File: src/design/qbss_pkg.sv
// shared types and character codes for the statement splitter
package qbss_pkg;

    // characters that steer the splitter
    localparam logic [7:0] CH_SEMI   = 8'h3B;
    localparam logic [7:0] CH_QUOTE  = 8'h22;
    localparam logic [7:0] CH_BSLASH = 8'h5C;
    localparam logic [7:0] CH_LCURLY = 8'h7B;
    localparam logic [7:0] CH_LSQ    = 8'h5B;
    localparam logic [7:0] CH_RCURLY = 8'h7D;
    localparam logic [7:0] CH_RSQ    = 8'h5D;

    // width of the nest depth reported with each result
    localparam int DEPTH_W = 5;

    // byte class worked out by the front end
    typedef enum logic [2:0] {
        CLS_OTHER,
        CLS_SEMI,
        CLS_QUOTE,
        CLS_OPEN_CURLY,
        CLS_OPEN_SQ,
        CLS_CLOSE_CURLY,
        CLS_CLOSE_SQ
    } t_cls;

    // verdict codes on the result channel
    typedef enum logic [2:0] {
        VERDICT_CHAR      = 3'd0,
        VERDICT_END       = 3'd1,
        VERDICT_SEMIBRACE = 3'd2,
        VERDICT_MISMATCH  = 3'd3,
        VERDICT_IGNORED   = 3'd4,
        VERDICT_OVERFLOW  = 3'd5
    } t_verdict;

    // classified request held in the queue
    typedef struct packed {
        logic [7:0] text_byte;
        logic       doc_start;
        t_cls       cls;
        logic       is_bslash;
    } t_item;

    // map a byte to its class
    function automatic t_cls classify(input logic [7:0] b);
        t_cls c;
        unique case (b)
            CH_SEMI:   c = CLS_SEMI;
            CH_QUOTE:  c = CLS_QUOTE;
            CH_LCURLY: c = CLS_OPEN_CURLY;
            CH_LSQ:    c = CLS_OPEN_SQ;
            CH_RCURLY: c = CLS_CLOSE_CURLY;
            CH_RSQ:    c = CLS_CLOSE_SQ;
            default:   c = CLS_OTHER;
        endcase
        return c;
    endfunction

endpackage

File: src/design/qbss_if.sv
// request and result channel interfaces of the statement splitter

// byte request channel
interface qbss_in_if;
    logic       valid;
    logic       ready;
    logic [7:0] text_byte;
    logic       doc_start;

    modport source (output valid, output text_byte, output doc_start, input ready);
    modport sink   (input valid, input text_byte, input doc_start, output ready);
endinterface

// result channel
interface qbss_out_if;
    logic       valid;
    logic       ready;
    logic [7:0] byte_out;
    logic [2:0] verdict;
    logic [4:0] nest_depth;

    modport source (output valid, output byte_out, output verdict, output nest_depth,
                    input ready);
    modport sink   (input valid, input byte_out, input verdict, input nest_depth,
                    output ready);
endinterface

File: src/design/qbss_front.sv
// front end: accepts byte requests and classifies them into a register stage
module qbss_front (
    input  logic             i_clk,
    input  logic             i_rst_n,
    qbss_in_if.sink          i_in,
    output logic             o_valid,
    output qbss_pkg::t_item  o_item,
    input  logic             i_ready
);

    logic            r_valid;
    qbss_pkg::t_item r_item;

    // stage takes a request when empty or when its content moves on
    assign i_in.ready = !r_valid || i_ready;

    // valid flag
    always_ff @(posedge i_clk) begin
        if (!i_rst_n) begin
            r_valid <= 1'b0;
        end else if (i_in.ready) begin
            r_valid <= i_in.valid;
        end
    end

    // classified payload
    always_ff @(posedge i_clk) begin
        if (i_in.valid && i_in.ready) begin
            r_item.text_byte <= i_in.text_byte;
            r_item.doc_start <= i_in.doc_start;
            r_item.cls       <= qbss_pkg::classify(i_in.text_byte);
            r_item.is_bslash <= (i_in.text_byte == qbss_pkg::CH_BSLASH);
        end
    end

    assign o_valid = r_valid;
    assign o_item  = r_item;

endmodule

File: src/design/qbss_queue.sv
// two-entry queue between front end and back end
module qbss_queue (
    input  logic             i_clk,
    input  logic             i_rst_n,
    input  logic             i_push_valid,
    input  qbss_pkg::t_item  i_push_item,
    output logic             o_push_ready,
    output logic             o_pop_valid,
    output qbss_pkg::t_item  o_pop_item,
    input  logic             i_pop_ready
);

    qbss_pkg::t_item r_mem [2];
    logic            r_wr_ptr;
    logic            r_rd_ptr;
    logic [1:0]      r_count;
    logic            w_push;
    logic            w_pop;

    assign o_push_ready = (r_count != 2'd2);
    assign o_pop_valid  = (r_count != 2'd0);
    assign o_pop_item   = r_mem[r_rd_ptr];
    assign w_push       = i_push_valid && o_push_ready;
    assign w_pop        = o_pop_valid && i_pop_ready;

    // pointers and fill count
    always_ff @(posedge i_clk) begin
        if (!i_rst_n) begin
            r_wr_ptr <= 1'b0;
            r_rd_ptr <= 1'b0;
            r_count  <= 2'd0;
        end else begin
            if (w_push) r_wr_ptr <= !r_wr_ptr;
            if (w_pop)  r_rd_ptr <= !r_rd_ptr;
            unique case ({w_push, w_pop})
                2'b10:   r_count <= r_count + 2'd1;
                2'b01:   r_count <= r_count - 2'd1;
                default: r_count <= r_count;
            endcase
        end
    end

    // entry storage
    always_ff @(posedge i_clk) begin
        if (w_push) begin
            r_mem[r_wr_ptr] <= i_push_item;
        end
    end

endmodule

File: src/design/qbss_back.sv
// back end: quote and bracket state, verdict and output register
module qbss_back #(
    parameter int MAX_NESTING = 16
) (
    input  logic             i_clk,
    input  logic             i_rst_n,
    input  logic             i_valid,
    input  qbss_pkg::t_item  i_item,
    output logic             o_ready,
    qbss_out_if.source       o_out
);

    localparam int LVL_W = $clog2(MAX_NESTING + 1);

    // splitter state
    logic                    r_in_quotes;
    logic                    r_prev_bslash;
    logic [LVL_W-1:0]        r_level;
    logic                    r_failed;
    logic [MAX_NESTING-1:0]  r_kinds;   // bit 0 is the top of stack, 1 for curly

    logic                    n_in_quotes;
    logic                    n_prev_bslash;
    logic [LVL_W-1:0]        n_level;
    logic                    n_failed;
    logic [MAX_NESTING-1:0]  n_kinds;
    qbss_pkg::t_verdict      n_verdict;

    // output register
    logic                    r_out_valid;
    logic [7:0]              r_byte;
    qbss_pkg::t_verdict      r_verdict;
    logic [4:0]              r_depth;

    logic                    w_take;
    logic                    w_quotes;
    logic                    w_top_curly;

    assign o_ready     = !r_out_valid || o_out.ready;
    assign w_take      = i_valid && o_ready;
    assign w_top_curly = r_kinds[0];

    // next state for one byte
    always_comb begin
        // document start clears everything but the stack contents
        n_in_quotes   = i_item.doc_start ? 1'b0 : r_in_quotes;
        n_prev_bslash = i_item.doc_start ? 1'b0 : r_prev_bslash;
        n_level       = i_item.doc_start ? '0 : r_level;
        n_failed      = i_item.doc_start ? 1'b0 : r_failed;
        n_kinds       = r_kinds;
        n_verdict     = qbss_pkg::VERDICT_CHAR;
        w_quotes      = n_in_quotes;

        priority if (n_failed) begin
            n_verdict = qbss_pkg::VERDICT_IGNORED;
        end else if (i_item.cls == qbss_pkg::CLS_SEMI && !n_in_quotes && n_level == '0) begin
            n_verdict     = qbss_pkg::VERDICT_END;
            n_prev_bslash = i_item.is_bslash;
        end else if (i_item.cls == qbss_pkg::CLS_SEMI && !n_in_quotes && w_top_curly) begin
            n_verdict     = qbss_pkg::VERDICT_SEMIBRACE;
            n_failed      = 1'b1;
            n_prev_bslash = i_item.is_bslash;
        end else begin
            // quote tracking, a backslash keeps the string open
            if (i_item.cls == qbss_pkg::CLS_QUOTE) begin
                if (!n_in_quotes)
                    w_quotes = 1'b1;
                else if (!n_prev_bslash)
                    w_quotes = 1'b0;
            end
            n_in_quotes = w_quotes;

            // bracket stack outside strings
            if (!w_quotes) begin
                unique case (i_item.cls)
                    qbss_pkg::CLS_OPEN_CURLY, qbss_pkg::CLS_OPEN_SQ: begin
                        if (n_level == LVL_W'(MAX_NESTING)) begin
                            n_failed  = 1'b1;
                            n_verdict = qbss_pkg::VERDICT_OVERFLOW;
                        end else begin
                            n_kinds    = r_kinds << 1;
                            n_kinds[0] = (i_item.cls == qbss_pkg::CLS_OPEN_CURLY);
                            n_level    = n_level + LVL_W'(1);
                        end
                    end
                    qbss_pkg::CLS_CLOSE_CURLY, qbss_pkg::CLS_CLOSE_SQ: begin
                        if (n_level != '0 &&
                            w_top_curly == (i_item.cls == qbss_pkg::CLS_CLOSE_CURLY)) begin
                            n_kinds = r_kinds >> 1;
                            n_level = n_level - LVL_W'(1);
                        end else begin
                            n_failed  = 1'b1;
                            n_verdict = qbss_pkg::VERDICT_MISMATCH;
                        end
                    end
                    default: begin
                    end
                endcase
            end
            n_prev_bslash = i_item.is_bslash;
        end
    end

    // control state
    always_ff @(posedge i_clk) begin
        if (!i_rst_n) begin
            r_in_quotes   <= 1'b0;
            r_prev_bslash <= 1'b0;
            r_level       <= '0;
            r_failed      <= 1'b0;
            r_out_valid   <= 1'b0;
        end else begin
            if (w_take) begin
                r_in_quotes   <= n_in_quotes;
                r_prev_bslash <= n_prev_bslash;
                r_level       <= n_level;
                r_failed      <= n_failed;
            end
            if (o_ready) r_out_valid <= i_valid;
        end
    end

    // stack contents and result payload
    always_ff @(posedge i_clk) begin
        if (w_take) begin
            r_kinds   <= n_kinds;
            r_byte    <= i_item.text_byte;
            r_verdict <= n_verdict;
            r_depth   <= qbss_pkg::DEPTH_W'(n_level);
        end
    end

    assign o_out.valid      = r_out_valid;
    assign o_out.byte_out   = r_byte;
    assign o_out.verdict    = r_verdict;
    assign o_out.nest_depth = r_depth;

endmodule

File: src/design/quote_bracket_aware_statement_splitter_core.sv
// top level of the quote and bracket aware statement splitter
//
// Usage: text bytes arrive on i_in (text_byte, doc_start) one request per
// valid/ready handshake. Every byte gives exactly one result on o_out:
// the byte echoed, a verdict (statement char, statement end, semicolon in
// braces, bracket mismatch, ignored after error, stack overflow) and the
// number of open brackets after the byte. Assert doc_start with the first
// byte of each document to clear the quote, bracket and error state.
// Path: a byte accepted on i_in passes the front register, the two-entry
// queue and the result register before its result is offered on o_out.
// Throughput: one byte per clock sustained while o_out.ready stays high;
// the quote flag and the bracket stack (a shift register, top of stack at
// a fixed bit) update in the back end.
// Reset: synchronous on i_rst_n, empties all stages and clears the state.
// Stalls: when o_out.ready is low the result register holds, the queue fills
// and i_in.ready drops after the queue and the front register are full.
module quote_bracket_aware_statement_splitter_core #(
    parameter int MAX_NESTING = 16
) (
    input  logic        i_clk,
    input  logic        i_rst_n,
    qbss_in_if.sink     i_in,
    qbss_out_if.source  o_out
);

    logic            w_front_valid;
    qbss_pkg::t_item w_front_item;
    logic            w_front_ready;
    logic            w_q_valid;
    qbss_pkg::t_item w_q_item;
    logic            w_q_ready;

    // accept and classify
    qbss_front u_front (
        .i_clk   (i_clk),
        .i_rst_n (i_rst_n),
        .i_in    (i_in),
        .o_valid (w_front_valid),
        .o_item  (w_front_item),
        .i_ready (w_front_ready)
    );

    // decoupling queue
    qbss_queue u_queue (
        .i_clk        (i_clk),
        .i_rst_n      (i_rst_n),
        .i_push_valid (w_front_valid),
        .i_push_item  (w_front_item),
        .o_push_ready (w_front_ready),
        .o_pop_valid  (w_q_valid),
        .o_pop_item   (w_q_item),
        .i_pop_ready  (w_q_ready)
    );

    // state update and result register
    qbss_back #(
        .MAX_NESTING (MAX_NESTING)
    ) u_back (
        .i_clk   (i_clk),
        .i_rst_n (i_rst_n),
        .i_valid (w_q_valid),
        .i_item  (w_q_item),
        .o_ready (w_q_ready),
        .o_out   (o_out)
    );

    // reset empties the queue and the result register
    a_reset_empty: assert property (@(posedge i_clk)
        !i_rst_n |=> !o_out.valid && !w_q_valid)
        else $error("pipeline not empty after reset");

    // a statement ends only with no bracket open
    a_end_flat: assert property (@(posedge i_clk) disable iff (!i_rst_n)
        o_out.valid && o_out.verdict == qbss_pkg::VERDICT_END |-> o_out.nest_depth == 5'd0)
        else $error("statement end with brackets open");

    // overflow is reported only at full nesting
    a_overflow_full: assert property (@(posedge i_clk) disable iff (!i_rst_n)
        o_out.valid && o_out.verdict == qbss_pkg::VERDICT_OVERFLOW
        |-> o_out.nest_depth == 5'(MAX_NESTING))
        else $error("overflow below full nesting");

endmodule

File: src/flat_wrapper.sv
// flat-port wrapper written by rule: the top's interface ports become plain ports
module quote_bracket_aware_statement_splitter_core_flat 
#(
    parameter int MAX_NESTING = 16
)
  (i_clk, i_rst_n, i_in_valid, i_in_text_byte, i_in_doc_start, i_in_ready, o_out_valid, o_out_byte_out, o_out_verdict, o_out_nest_depth, o_out_ready);
  qbss_in_if i_in_i ();
  qbss_out_if o_out_i ();
  input  logic i_clk;
  input  logic i_rst_n;
  input wire logic [$bits(i_in_i.valid)-1:0] i_in_valid;
  input wire logic [$bits(i_in_i.text_byte)-1:0] i_in_text_byte;
  input wire logic [$bits(i_in_i.doc_start)-1:0] i_in_doc_start;
  output wire logic [$bits(i_in_i.ready)-1:0] i_in_ready;
  output wire logic [$bits(o_out_i.valid)-1:0] o_out_valid;
  output wire logic [$bits(o_out_i.byte_out)-1:0] o_out_byte_out;
  output wire logic [$bits(o_out_i.verdict)-1:0] o_out_verdict;
  output wire logic [$bits(o_out_i.nest_depth)-1:0] o_out_nest_depth;
  input wire logic [$bits(o_out_i.ready)-1:0] o_out_ready;
  assign i_in_i.valid = i_in_valid;
  assign i_in_i.text_byte = i_in_text_byte;
  assign i_in_i.doc_start = i_in_doc_start;
  assign i_in_ready = i_in_i.ready;
  assign o_out_valid = o_out_i.valid;
  assign o_out_byte_out = o_out_i.byte_out;
  assign o_out_verdict = o_out_i.verdict;
  assign o_out_nest_depth = o_out_i.nest_depth;
  assign o_out_i.ready = o_out_ready;
  quote_bracket_aware_statement_splitter_core #(.MAX_NESTING(MAX_NESTING)) u_core (.i_clk(i_clk), .i_rst_n(i_rst_n), .i_in(i_in_i), .o_out(o_out_i));
endmodule
File: config.mk
export PLATFORM = sky130hd
export DESIGN_NAME = quote_bracket_aware_statement_splitter_core_flat
export DESIGN_NICKNAME = d
export VERILOG_FILES = /design/src/design/qbss_pkg.sv /design/src/design/qbss_if.sv /design/src/design/qbss_front.sv /design/src/design/qbss_queue.sv /design/src/design/qbss_back.sv /design/src/design/quote_bracket_aware_statement_splitter_core.sv /design/src/flat_wrapper.sv
export SDC_FILE = /design/constraint.sdc
export NUM_CORES = 1
export LEC_CHECK = 0
export ABC_AREA = 1
export BUFFER_PORTS_ARGS = -buffer_cell sky130_fd_sc_hd__buf_2
export CAP_MARGIN = 10
export CORE_ASPECT_RATIO = 1.4
export CORE_MARGIN = 2
export CORE_UTILIZATION = 30
export CTS_CLUSTER_SIZE = 16
export DETAILED_ROUTE_END_ITERATION = 7
export PLACE_DENSITY = 0.51
export SLEW_MARGIN = 20
export SYNTH_ARGS = -nofsm -noshare
export SYNTH_HDL_FRONTEND = slang
export SYNTH_HIERARCHICAL = 1
export SYNTH_SLANG_ARGS = --single-unit
export TNS_END_PERCENT = 5
File: constraint.sdc
create_clock -name i_clk -period 4.71 [get_ports i_clk]
set_clock_uncertainty 0.15 [all_clocks]
set_input_delay 0 -clock i_clk [delete_from_list [all_inputs] [get_ports i_clk]]
set_output_delay 0 -clock i_clk [all_outputs]
set_load 0.01 [all_outputs]
==> reports/results.ini <==
[worst_setup_path]
rrSetupSlack_ns=1.40
cp.arrival_ns=3.20
cp-start-kind=register
path_class=register to register
crit_required_ns=4.59
rr_worst_depth=9
r2r-end=u_core/u_back/r_kinds[0]
worstPathMaxFanout=25
cp-end-kind=register

[layout]
n_antenna_cell=0
nets=439
fin_area_um2=4660
fill_cells=1239
area_growth_pct=19.3
drive_above_1_share_pct=21.9
utilization_pct=36.4

[clock_network]
cts.repair.resized=0
clk_latency_ns=0.34
cts_root_buf=clkbuf_16
cts.sinks=86
cts_tree=yes
cts_made_buffers=9
cts_buffer_depth=2
clkTransAtPathRegs_ns=0.06
htreeDepth=3

[timing]
timing.setup.tns_ns=0
hold_viol=0
period_needed_ns=3.31
worst_pin_slew_ns=1.01
relSlewSlack_pct=32.6
max_freq_ghz=0.302
drv_slew=0
setup_viol=0
rsz0062_at_grt=false
period_share_pct=70.4

[power]
leakagePower_nw=1.98
ir_drop_mv=0.174
power_density_nw_per_um2=596

[synthesis]
synth_top_area_share_pct=54.6
ys_types=35
synth_area_um2=3910
netlist_instances=373
ys.flop_type=edfxtp_1
yosysMostFrequentCell=nand2_1
ys_async_sr_fraction_pct=0
synth_nets=388
syn_area_per_cell_um2=10.5
ys_seq_elements=86
netlist_top_cells_area=edfxtp_1 (55%), nand2_1 (10%), dfxtp_1 (7.7%)
synth_common_cells=nand2_1 (104), edfxtp_1 (71), inv_1 (38)
synth-edff-count=71
yosys_warnings=6
ys_seq_area_share_pct=62.3
synth_top_area_cell=edfxtp_1

[route]
dr.pass1.iters=4
dr.first_iter.drc_count=104
drc=0
ant_nets=0
num_vias=2640
routed_wl_um=7490
wl_per_cell_um=12.9
viasPerCell=4.54

[grt]
grt.met2_usage_pct=20.7
use_met1_pct=13.0
grt_max_degree=29
first_global_vias=2572
antenna_found_initial=0
grt_pass1_wl_um=12400
overflow=0
gr-usage-met3_pct=2.27
busiest_layer=met2
grt_use_total_pct=11.5

[placement]
numPortBuffers=30
dp_hpwl_um=5390
postPlaceCellArea_um2=4240
gp_congestion=0.856

[min_path]
min_from=i_in_doc_start
hp-class=input port to register
hold_end=u_core/u_front/o_item[4]
worstHoldPathCells=2

[die]
die-area_um2=14000
initial_utilization_pct=30.5
boundaryPins=31
die-height_um=139
die_w_um=100
core_area_um2=12800
fp-row-count=49

[outcome]
status=finished clean

[job]
cap_violations=0

==> final cells by class <==
type	count	area, um^2	area share [%]
Tap cell	153	191	4.11
Inverter	45	170	3.65
Timing Repair Buffer	45	295	6.34
Multi-Input combinational cell	237	1280	27.4
Clock buffer	9	225	4.83
Sequential cell	86	2430	52.2
Clock inverter	7	68.8	1.48
==> where the power goes <==
group | switching [mW] | internal, mW
sequential | 0.102 | 1.06
clock | 0.313 | 0.371
combinational | 0.601 | 0.336
==> critical path: stages (launching register included) <==
cell	delay, ns
dfxtp_1	0.81
mux2_2	0.47
nor2_2	0.15
nand2_1	0.07
nand2_2	0.35
inv_1	0.34
o21ai_2	0.26
nand2_4	0.07
nor2_1	0.08
buf_4	0.24
==> layout by cell type (no fill, tap or decap), drive strengths merged, types with 4 or more instances in the layout <==
master and instances:
o21ai 19, clkbuf 9, nand4 8, nand3 21, inv 47, buf 32, nor2 37, dlygate4sd3 13
edfxtp 71, a21oi 12, nand2 113, clkinv 4, dfxtp 15, mux2 13
==> worst max path at each step <==
| stage | cells past startpoint | slack (ns) | start | endpoint |
|---|---|---|---|---|
| floorplan | 9 | 1.71 | register | u_core/u_back/r_kinds[0] |
| global placement | 9 | 1.40 | register | u_core/u_back/r_kinds[7] |
| global route | 9 | 1.12 | register | u_core/u_back/r_kinds[0] |
| detailed placement | 9 | 1.39 | register | u_core/u_back/r_kinds[8] |
| finish | 9 | 1.40 | register | u_core/u_back/r_kinds[0] |
| CTS | 9 | 1.37 | register | u_core/u_back/r_kinds[8] |
==> through the flow <==
step           total power [mW]  hold slack (ns)  worst slack, ns  std cells
2_1_floorplan              1.86          -0.0511             1.71        373
3_3_place_gp               2.10           0.0356             1.40        553
3_5_place_dp               2.11           0.0428             1.39        553
4_1_cts                    2.82            0.218             1.37        582
5_1_grt                    2.98            0.246             1.12        582
6_report                   2.78            0.226             1.40        582
==> sequential cells by signal, indices dropped and copies added (netlist names), named ones only <==
name                            count
u_core/u_back/r_failed              1
u_core/u_back/r_in_quotes           1
u_core/u_back/o_out.nest_depth      5
u_core/u_queue/r_mem               26
u_core/u_back/r_kinds              16
u_core/u_front/o_valid              1
u_core/u_queue/r_count              2
u_core/u_back/o_out.verdict         3
u_core/u_back/r_prev_bslash         1
u_core/u_queue/r_wr_ptr             1
u_core/u_back/o_out.valid           1
u_core/u_back/r_level               5
u_core/u_queue/r_rd_ptr             1
u_core/u_back/o_out.byte_out        8
u_core/u_front/o_item              13
==> metal layers <==
metal | vias to the layer above | share of wire, %
met1 | 1250 | 42
met2 | 35 | 54
met3 | 6 | 2.0
met4 | 0 | 1.6
li1 | 1349 | -
met5 | - | 0
==> cell families (layout without fill, tap and decap cells) <==
group / Yosys count / count (layout) / share of synthesized area (%)
and+or+nand+nor: 185 / 185 / 21.3
AOI/OAI and AO/OA: 34 / 34 / 5.09
muxes: 14 / 14 / 4.96
xor gates and xnor gates: 2 / 2 / 0.641
buffers and inverters: 50 / 106 / 5.12
adders and majority gates: 2 / 2 / 0.641
DFF: 86 / 86 / 62.3
==> repair_timing <==
action / 4_1_cts / 5_1_grt
setup endpoints to repair: 0 / 0
hold buffers: 13 / 0
buffers inserted: 0 / 0
hold endpoints to repair: 22 / 0
Note: power is estimated with default switching activity, not from simulation.
